## src/hw/rtl/dtq_pkg.sv

```systemverilog
package dtq_pkg;

    localparam int QueueDepthDef = 32;
    localparam int TimeBitsDef   = 48;
    localparam int IdBitsDef     = 16;
    localparam int ReleaseLimit  = 32;

    localparam logic [2:0] OP_SCHEDULE   = 3'd0;
    localparam logic [2:0] OP_CANCEL_ID  = 3'd1;
    localparam logic [2:0] OP_CANCEL_GRP = 3'd2;
    localparam logic [2:0] OP_CANCEL_ALL = 3'd3;
    localparam logic [2:0] OP_ALARM      = 3'd4;

    localparam logic [2:0] KIND_SCHEDULED = 3'd0;
    localparam logic [2:0] KIND_REJ_INF   = 3'd1;
    localparam logic [2:0] KIND_REJ_FULL  = 3'd2;
    localparam logic [2:0] KIND_RELEASED  = 3'd3;
    localparam logic [2:0] KIND_DONE      = 3'd4;

    localparam logic [1:0] TA_LEAVE   = 2'd0;
    localparam logic [1:0] TA_RESTART = 2'd1;
    localparam logic [1:0] TA_STOP    = 2'd2;

    localparam logic [31:0] DelayInfinite = 32'hFFFF_FFFF;
    localparam logic [31:0] TimerMax      = 32'hFFFF_FFFE;

    // classified command handed from front to back
    typedef struct packed {
        logic [2:0]  op;
        logic [15:0] job;
        logic [15:0] grp;
        logic [31:0] delay;
        logic [63:0] now;
    } t_cmd;

endpackage

```

## src/hw/rtl/deadline_timer_queue_top.sv

```systemverilog
// Deadline-ordered timer queue.
// Each command is answered after a sweep of all entries, one entry a cycle;
// cancel by id or group takes a second sweep to find the new earliest.
// A new command is taken only once the back end is idle and its last beat has gone;
// an alarm releases one beat per sweep, rescanning after each release.
// Reset (synchronous, active low) empties the queue and clears the order counter.
module deadline_timer_queue_top
    import dtq_pkg::*;
#(
    parameter int QUEUE_DEPTH = QueueDepthDef,
    parameter int TIME_BITS   = TimeBitsDef,
    parameter int ID_BITS     = IdBitsDef
) (
    input  logic        i_clk,
    input  logic        i_rst_n,
    input  logic        i_valid,
    output logic        o_ready,
    input  logic [2:0]  i_operation,
    input  logic [15:0] i_job_id,
    input  logic [15:0] i_group_id,
    input  logic [31:0] i_delay,
    input  logic [47:0] i_now,
    output logic        o_valid,
    input  logic        i_ready,
    output logic [2:0]  o_kind,
    output logic [15:0] o_out_job_id,
    output logic [15:0] o_out_group_id,
    output logic [1:0]  o_timer_action,
    output logic [31:0] o_timer_value,
    output logic        o_last
);

    logic w_cv, w_cr;
    t_cmd w_cmd;

    dtq_front #(.TIME_BITS(TIME_BITS), .ID_BITS(ID_BITS)) u_front (
        .i_clk, .i_rst_n, .i_valid, .o_ready, .i_operation, .i_job_id,
        .i_group_id, .i_delay, .i_now,
        .o_cmd_valid(w_cv), .i_cmd_ready(w_cr), .o_cmd(w_cmd)
    );

    dtq_back #(.QUEUE_DEPTH(QUEUE_DEPTH), .TIME_BITS(TIME_BITS)) u_back (
        .i_clk, .i_rst_n, .i_cmd_valid(w_cv), .o_cmd_ready(w_cr), .i_cmd(w_cmd),
        .o_valid, .i_ready, .o_kind, .o_out_job_id, .o_out_group_id,
        .o_timer_action, .o_timer_value, .o_last
    );

    a_rel_not_last: assert property (@(posedge i_clk) disable iff (!i_rst_n)
        o_valid && o_kind == KIND_RELEASED |-> !o_last) else $error("release beat marked last");
    a_stop_cancel: assert property (@(posedge i_clk) disable iff (!i_rst_n)
        o_valid && o_timer_action == TA_STOP |-> o_kind == KIND_DONE)
        else $error("timer stop outside done beat");
    a_val_zero: assert property (@(posedge i_clk) disable iff (!i_rst_n)
        o_valid && o_timer_action != TA_RESTART |-> o_timer_value == 32'd0)
        else $error("timer value without restart");

endmodule

```

## src/hw/rtl/dtq_front.sv

```systemverilog
module dtq_front
    import dtq_pkg::*;
#(
    parameter int TIME_BITS = TimeBitsDef,
    parameter int ID_BITS   = IdBitsDef
) (
    input  logic        i_clk,
    input  logic        i_rst_n,
    input  logic        i_valid,
    output logic        o_ready,
    input  logic [2:0]  i_operation,
    input  logic [15:0] i_job_id,
    input  logic [15:0] i_group_id,
    input  logic [31:0] i_delay,
    input  logic [47:0] i_now,
    output logic        o_cmd_valid,
    input  logic        i_cmd_ready,
    output t_cmd        o_cmd
);

    localparam logic [63:0] TMask = (TIME_BITS >= 64) ? '1 : ((64'd1 << TIME_BITS) - 64'd1);

    // two-entry queue between front and back
    t_cmd       r_q [2];
    logic       r_wp, r_rp;
    logic [1:0] r_cnt;
    t_cmd       w_c;
    logic [63:0] w_now;
    logic [15:0] w_idm;

    assign w_idm = 16'((32'd1 << ID_BITS) - 32'd1);
    always_comb begin
        w_now = {16'd0, i_now} & TMask;
        w_c.op    = i_operation;
        w_c.job   = i_job_id & w_idm;
        w_c.grp   = i_group_id & w_idm;
        w_c.delay = i_delay;
        w_c.now   = w_now;
    end

    assign o_ready     = (r_cnt != 2'd2);
    assign o_cmd_valid = (r_cnt != 2'd0);
    assign o_cmd       = r_q[r_rp];

    always_ff @(posedge i_clk) begin
        if (i_valid && o_ready) r_q[r_wp] <= w_c;
        if (!i_rst_n) begin
            r_wp <= 1'b0;
            r_rp <= 1'b0;
            r_cnt <= 2'd0;
        end else begin
            if (i_valid && o_ready) r_wp <= ~r_wp;
            if (o_cmd_valid && i_cmd_ready) r_rp <= ~r_rp;
            r_cnt <= r_cnt + 2'(i_valid && o_ready) - 2'(o_cmd_valid && i_cmd_ready);
        end
    end

endmodule

```

## src/hw/rtl/dtq_back.sv

```systemverilog
module dtq_back
    import dtq_pkg::*;
#(
    parameter int QUEUE_DEPTH = QueueDepthDef,
    parameter int TIME_BITS   = TimeBitsDef
) (
    input  logic        i_clk,
    input  logic        i_rst_n,
    input  logic        i_cmd_valid,
    output logic        o_cmd_ready,
    input  t_cmd        i_cmd,
    output logic        o_valid,
    input  logic        i_ready,
    output logic [2:0]  o_kind,
    output logic [15:0] o_out_job_id,
    output logic [15:0] o_out_group_id,
    output logic [1:0]  o_timer_action,
    output logic [31:0] o_timer_value,
    output logic        o_last
);

    localparam int IW = $clog2(QUEUE_DEPTH);
    localparam int CW = $clog2(QUEUE_DEPTH + 1);
    localparam logic [63:0] TMask = (TIME_BITS >= 64) ? '1 : ((64'd1 << TIME_BITS) - 64'd1);

    localparam logic [2:0] S_IDLE = 3'd0;
    localparam logic [2:0] S_SCAN = 3'd1;   // sweep entries one a cycle
    localparam logic [2:0] S_ACT  = 3'd2;   // apply result of sweep
    localparam logic [2:0] S_EMIT = 3'd3;   // wait for result beat to drain
    localparam logic [2:0] S_POST = 3'd4;   // apply result of second sweep (new earliest)

    logic [2:0]  r_st;
    t_cmd        r_cmd;
    logic [QUEUE_DEPTH-1:0] r_vld;
    logic [63:0] r_dl  [QUEUE_DEPTH];
    logic [15:0] r_job [QUEUE_DEPTH];
    logic [15:0] r_grp [QUEUE_DEPTH];
    logic [31:0] r_ord [QUEUE_DEPTH];
    logic [31:0] r_ins;
    logic [IW-1:0] r_idx;
    logic [CW-1:0] r_cnt;   // released so far

    // sweep results
    logic          r_bf;         // best (earliest) found
    logic [IW-1:0] r_bi;
    logic [63:0]   r_bdl;
    logic [31:0]   r_bage;
    logic          r_pf;         // cancel-by-id pick
    logic [IW-1:0] r_pi;
    logic [31:0]   r_page;
    logic          r_ff;         // free slot
    logic [IW-1:0] r_fi;
    logic [63:0]   r_old;
    logic          r_oldv;
    logic          r_post;       // in post sweep

    logic          r_ov;
    logic [2:0]    r_okind;
    logic [15:0]   r_oj, r_og;
    logic [1:0]    r_oa;
    logic [31:0]   r_otv;
    logic          r_ol;

    logic [31:0] w_age;
    logic        w_better;
    logic [64:0] w_sum;
    logic [63:0] w_dl;
    logic [63:0] w_diff;
    logic [31:0] w_tk;
    logic        w_last_idx;

    assign w_age  = r_ins - r_ord[r_idx];
    assign w_better = !r_bf || (r_dl[r_idx] < r_bdl) ||
                      ((r_dl[r_idx] == r_bdl) && (w_age > r_bage));
    assign w_sum  = {1'b0, r_cmd.now} + {33'd0, r_cmd.delay};
    assign w_dl   = (w_sum[64] || (w_sum[63:0] > TMask)) ? TMask : w_sum[63:0];
    assign w_diff = r_bdl - r_cmd.now;
    assign w_tk   = (r_bdl <= r_cmd.now) ? 32'd0 :
                    ((w_diff > {32'd0, TimerMax}) ? TimerMax : w_diff[31:0]);
    assign w_last_idx = (r_idx == IW'(QUEUE_DEPTH - 1));

    assign o_cmd_ready    = (r_st == S_IDLE) && !r_ov;
    assign o_valid        = r_ov;
    assign o_kind         = r_okind;
    assign o_out_job_id   = r_oj;
    assign o_out_group_id = r_og;
    assign o_timer_action = r_oa;
    assign o_timer_value  = r_otv;
    assign o_last         = r_ol;

    always_ff @(posedge i_clk) begin
        if (!i_rst_n) begin
            r_st  <= S_IDLE;
            r_vld <= '0;
            r_ins <= '0;
            r_ov  <= 1'b0;
            r_idx <= '0;
            r_cnt <= '0;
        end else begin
            if (r_ov && i_ready) r_ov <= 1'b0;
            case (r_st)
                S_IDLE: begin
                    if (i_cmd_valid && o_cmd_ready) begin
                        r_cmd  <= i_cmd;
                        r_idx  <= '0;
                        r_cnt  <= '0;
                        r_bf   <= 1'b0;
                        r_pf   <= 1'b0;
                        r_ff   <= 1'b0;
                        r_post <= 1'b0;
                        r_st   <= S_SCAN;
                    end
                end
                S_SCAN: begin
                    if (r_vld[r_idx]) begin
                        if (w_better) begin
                            r_bf <= 1'b1; r_bi <= r_idx;
                            r_bdl <= r_dl[r_idx]; r_bage <= w_age;
                        end
                        if (!r_post && r_job[r_idx] == r_cmd.job &&
                            (!r_pf || w_age < r_page)) begin
                            r_pf <= 1'b1; r_pi <= r_idx; r_page <= w_age;
                        end
                    end else if (!r_ff) begin
                        r_ff <= 1'b1; r_fi <= r_idx;
                    end
                    if (w_last_idx) begin
                        r_idx <= '0;
                        r_st  <= r_post ? S_POST : S_ACT;
                    end else begin
                        r_idx <= r_idx + IW'(1);
                    end
                end
                S_ACT: begin
                    r_okind <= KIND_DONE; r_oj <= '0; r_og <= '0;
                    r_oa <= TA_LEAVE; r_otv <= '0; r_ol <= 1'b1;
                    case (r_cmd.op)
                        OP_SCHEDULE: begin
                            r_oj <= r_cmd.job; r_og <= r_cmd.grp;
                            if (r_cmd.delay == DelayInfinite) begin
                                r_okind <= KIND_REJ_INF;
                            end else if (!r_ff) begin
                                r_okind <= KIND_REJ_FULL;
                            end else begin
                                r_okind <= KIND_SCHEDULED;
                                r_vld[r_fi] <= 1'b1;
                                r_dl[r_fi]  <= w_dl;
                                r_job[r_fi] <= r_cmd.job;
                                r_grp[r_fi] <= r_cmd.grp;
                                r_ord[r_fi] <= r_ins;
                                r_ins <= r_ins + 32'd1;
                                if (!r_bf || r_bdl > w_dl) begin
                                    r_oa <= TA_RESTART; r_otv <= r_cmd.delay;
                                end
                            end
                            r_ov <= 1'b1; r_st <= S_EMIT;
                        end
                        OP_CANCEL_ID, OP_CANCEL_GRP: begin
                            r_oldv <= r_bf; r_old <= r_bdl;
                            if (r_cmd.op == OP_CANCEL_ID) begin
                                if (r_pf) r_vld[r_pi] <= 1'b0;
                            end else begin
                                for (int i = 0; i < QUEUE_DEPTH; i++)
                                    if (r_grp[i] == r_cmd.grp) r_vld[i] <= 1'b0;
                            end
                            r_bf <= 1'b0; r_post <= 1'b1; r_st <= S_SCAN;
                        end
                        OP_CANCEL_ALL: begin
                            r_vld <= '0; r_oa <= TA_STOP;
                            r_ov <= 1'b1; r_st <= S_EMIT;
                        end
                        OP_ALARM: begin
                            if (r_bf && r_bdl <= r_cmd.now &&
                                32'(r_cnt) < 32'(ReleaseLimit)) begin
                                r_okind <= KIND_RELEASED;
                                r_oj <= r_job[r_bi]; r_og <= r_grp[r_bi];
                                r_ol <= 1'b0;
                                r_vld[r_bi] <= 1'b0;
                                r_cnt <= r_cnt + CW'(1);
                            end else if (r_bf) begin
                                r_oa <= TA_RESTART; r_otv <= w_tk;
                            end
                            r_ov <= 1'b1; r_st <= S_EMIT;
                        end
                        default: begin
                            r_ov <= 1'b1; r_st <= S_EMIT;
                        end
                    endcase
                end
                S_POST: begin
                    r_okind <= KIND_DONE; r_oj <= '0; r_og <= '0;
                    r_ol <= 1'b1; r_oa <= TA_LEAVE; r_otv <= '0;
                    if (r_oldv && r_bf && r_bdl != r_old) begin
                        r_oa <= TA_RESTART; r_otv <= w_tk;
                    end
                    r_ov <= 1'b1; r_st <= S_EMIT;
                end
                S_EMIT: begin
                    // hold until the beat has gone, then rescan if alarm continues
                    if (!r_ov || i_ready) begin
                        if (!r_ol) begin
                            r_bf <= 1'b0; r_idx <= '0; r_st <= S_SCAN;
                        end else begin
                            r_st <= S_IDLE;
                        end
                    end
                end
                default: r_st <= S_IDLE;
            endcase
        end
    end

endmodule
```

## config.mk

```make
export PLATFORM = sky130hd
export DESIGN_NAME = deadline_timer_queue_top
export DESIGN_NICKNAME = d
export VERILOG_FILES = /design/src/hw/rtl/dtq_pkg.sv /design/src/hw/rtl/deadline_timer_queue_top.sv /design/src/hw/rtl/dtq_front.sv /design/src/hw/rtl/dtq_back.sv
export SDC_FILE = /design/constraint.sdc
export NUM_CORES = 2
export LEC_CHECK = 0
export BUFFER_PORTS_ARGS = -buffer_cell sky130_fd_sc_hd__buf_2
export CORE_MARGIN = 3
export CORE_UTILIZATION = 60
export CTS_BUF_LIST = sky130_fd_sc_hd__clkbuf_4
export DETAILED_ROUTE_END_ITERATION = 10
export PLACE_DENSITY = 0.74
export REMOVE_ABC_BUFFERS = 1
export SLEW_MARGIN = 20
export SYNTH_ARGS = -nofsm -noshare
export SYNTH_HDL_FRONTEND = slang
export SYNTH_MEMORY_MAX_BITS = 65536
export SYNTH_SLANG_ARGS = --single-unit
export TNS_END_PERCENT = 50
```

## constraint.sdc

```tcl
create_clock -name i_clk -period 13.4 [get_ports i_clk]
set_clock_uncertainty 0.15 [all_clocks]
set_input_delay 0.67 -clock i_clk [delete_from_list [all_inputs] [get_ports i_clk]]
set_output_delay 0.67 -clock i_clk [all_outputs]
set_load 0.1 [all_outputs]
```

==> impl_metrics.yaml <==
pwr:
  p_seq_share_pct: 50.2
  p_total_mw: 32.4
  p_leak_nw: 66.9
  p_sw_mw: 8.54
  pwr-share-clk_pct: 33.9
  p_comb_share_pct: 16.0
  vdd_drop_max_mv: 0.107
  p_int_mw: 23.8
  switching_share_pct: 26.4
  power_density_nw_per_um2: 156
run_status:
  status: "finished clean"
sta:
  max_freq_mhz: 102
  setup_viol: 0
  layout_min_cycle_time_ps: 9820
  tightest_slew_ps: 1220
  slew_violations: 0
  rsz0062_at_grt: "no"
  period_share_pct: 73.3
  finalHoldViolCount: 0
  relSlewSlack_pct: 18.0
  fin_ws_ps: 3580
layout:
  area_delta_synth_final_pct: 12.5
  layout.cell_area.non_filler_sq_um: 207000
  final_common_cell: "edfxtp_1"
  layout-drive-gt1-share_pct: 32.3
  layout.nets: 11300
  layout_common_cells: "edfxtp_1, clkbuf_4, mux4_2"
cts:
  cts-root-buf: "clkbuf_4"
  clock_latency_ps: 1700
  cts_sinks: 4306
  cts_hold_buf: 272
  clk_path_buf_depth: 5
  cts.clk_slew.worst_paths_ps: 80
  htree_levels: 7
  cts_resized: 0
  cts_setup_buffers: 0
  cts_inserted_buffers: 1157
  cts_tree: "yes"
synthesis:
  ys_types: 85
  yosys_warnings: 0
  synthTopCellsByArea: "edfxtp_1, mux4_2, xnor2_1, ha_1, mux2_2"
  syn_area_sq_um: 184000
  ys.flop_type: "edfxtp_1"
  syn_avg_cell_area_sq_um: 19.3
  post-synth-top-area-cell: "edfxtp_1"
  synth_edf_count: 4213
  async_flop_share_pct: 0
  synthCells: 9538
  synth_top_area_share_pct: 68.6
  ys_seq_elements: 4306
  yosysSeqAreaShare_pct: 69.6
route:
  first_pass_iters: 5
  vias: 105000
  highest_layer: "met5"
  wl_per_cell_microns: 32.0
  antenna_left: 0
  met1Wirelength_microns: 190000
  drc: 0
  routed-wl-met3_microns: 51800
  via_per_inst: 6.68
  met2_wirelength_microns: 242000
  drt_iter0_markers: 14000
  drt-total-wl_microns: 501000
die:
  die_y_microns: 560
  core-area_sq_um: 304000
  num_io_pins: 191
  num_rows: 202
  die_area_sq_um: 314000
  die_w_microns: 560
  start_util_pct: 60.6
global_routing:
  antenna_found_initial: 13
  grt_pass1_vias: 106000
  grt_overflow_total: 0
  grt_use_total_pct: 32.2
  grt_pass1_wl_microns: 726000
  grt_start_max_net_pins: 165
critical_path:
  r2r_slack_ps: 3580
  crit_family: "compound AO/OA/AOI/OAI gates"
  worstPathArrival_ps: 10870
  worstPathMaxFanout: 80
  path_class: "reg -> reg"
  path_buf_inv: 3
  crit_path_end_kind: "flip-flop"
  cpMaxStageDelayCell: "dfxtp_4"
  required_ps: 14440
  crit_path_start_kind: "flip-flop"
  crit_path_max_incr_delay_ps: 870
placed_design:
  dp_hpwl_microns: 276000
  port_buffers: 190
  place_ws_ps: 3670
  place.gp.congestion: 0.952
  dpl_cell_area_sq_um: 191000
worst_hold_path:
  hp-start: "i_group_id[13]"
  worstHoldPathType: "in -> reg"
flow_run:
  cap_violations: 0
-- cells by family (layout without fill, tap and decap cells) --
kind of cell	Yosys count	in the layout	synth area share (%)
AOI/OAI and AO/OA	902	902	3.16
xor gates and xnor gates	699	699	3.32
adders and majority gates	281	281	1.92
buffers and inverters	721	2738	1.50
DFF	4306	4306	69.6
muxes	1569	1569	17.5
other	2	49	0.00407
and+or+nand+nor	1058	1058	2.99
-- final cells by class --
class                           instances  area (sq um)
Sequential cell                      4306        128000
Antenna cell                           16          40.0
Tap cell                             4080          5100
Clock inverter                        217          1280
Fill cell                           19800         96900
Multi-Input combinational cell       4542         53800
Inverter                              210           790
Timing Repair Buffer                  696          5820
Clock buffer                         1615         12100
-- tightest hold or removal path: stages --
cell and delay, ps:
dlygate4sd3_1 540, buf_2 100, dlygate4sd3_1 560
-- synth_stat cells (43+ instances only) --
| library cell | n |
|---|---|
| xor2_1 | 80 |
| a31oi_1 | 43 |
| clkbuf_1 | 372 |
| nand4_1 | 205 |
| o31ai_1 | 49 |
| inv_1 | 209 |
| mux4_2 | 1300 |
| xnor2_1 | 619 |
| nor4_1 | 54 |
| a21oi_1 | 314 |
| ha_1 | 278 |
| o21ai_0 | 122 |
| mux2i_1 | 62 |
| o21a_1 | 44 |
| mux2_2 | 207 |
| buf_1 | 109 |
| nor2_1 | 238 |
| dfxtp_1 | 93 |
| a21o_1 | 103 |
| nor3_1 | 58 |
| nand3_1 | 77 |
| and2_1 | 52 |
| edfxtp_1 | 4213 |
| nand2_1 | 193 |
-- stage by stage --
step	utilization (%)	TNS, ps	hold slack [ps]	instances
6_report	68.2	0	209	15700
5_1_grt	68.2	0	110	15700
4_1_cts	68.1	0	2.45	15700
3_5_place_dp	62.8	0	311	13600
3_3_place_gp	62.8	0	304	13600
2_1_floorplan	-	-6025370	295	9058
-- sequential cells by signal, indices dropped and copies added (netlist names), 32 cells and up, named ones only --
signal                count
u_back.r_dl            1568
u_back.r_ord           1024
u_back.r_grp            512
u_back.r_job            512
u_front.r_q             230
u_back.r_cmd            115
u_back.r_bdl             49
u_back.r_old             49
u_back.o_timer_value     32
u_back.r_bage            32
u_back.r_ins             32
u_back.r_page            32
u_back.r_vld             32
-- worst paths after layout --
check	cells after the start	end
max	26	u_back.r_bdl[1]
min	3	u_front.r_q[0][93]
max reg2reg	26	u_back.r_bdl[1]
min reg2reg	2	u_back.r_vld[30]
-- power groups by stage --
stage          combinational (mW)  clock (mW)  sequential (mW)
5_1_grt                      5.56        11.9             16.2
4_1_cts                      5.10        11.2             16.2
6_report                     5.17        11.0             16.2
3_5_place_dp                 5.02           0             16.5
2_1_floorplan                5.19           0             17.0
3_3_place_gp                 4.87           0             16.5
-- routing by layer --
| metal | GRT usage, % | up-vias |
|---|---|---|
| met1 | 45.3 | 54200 |
| met5 | 0 | - |
| met2 | 49.7 | 6760 |
| met4 | 13.4 | 4 |
| li1 | - | 42700 |
| met3 | 7.11 | 1009 |
No activity file was read; power rests on OpenSTA's default activity.
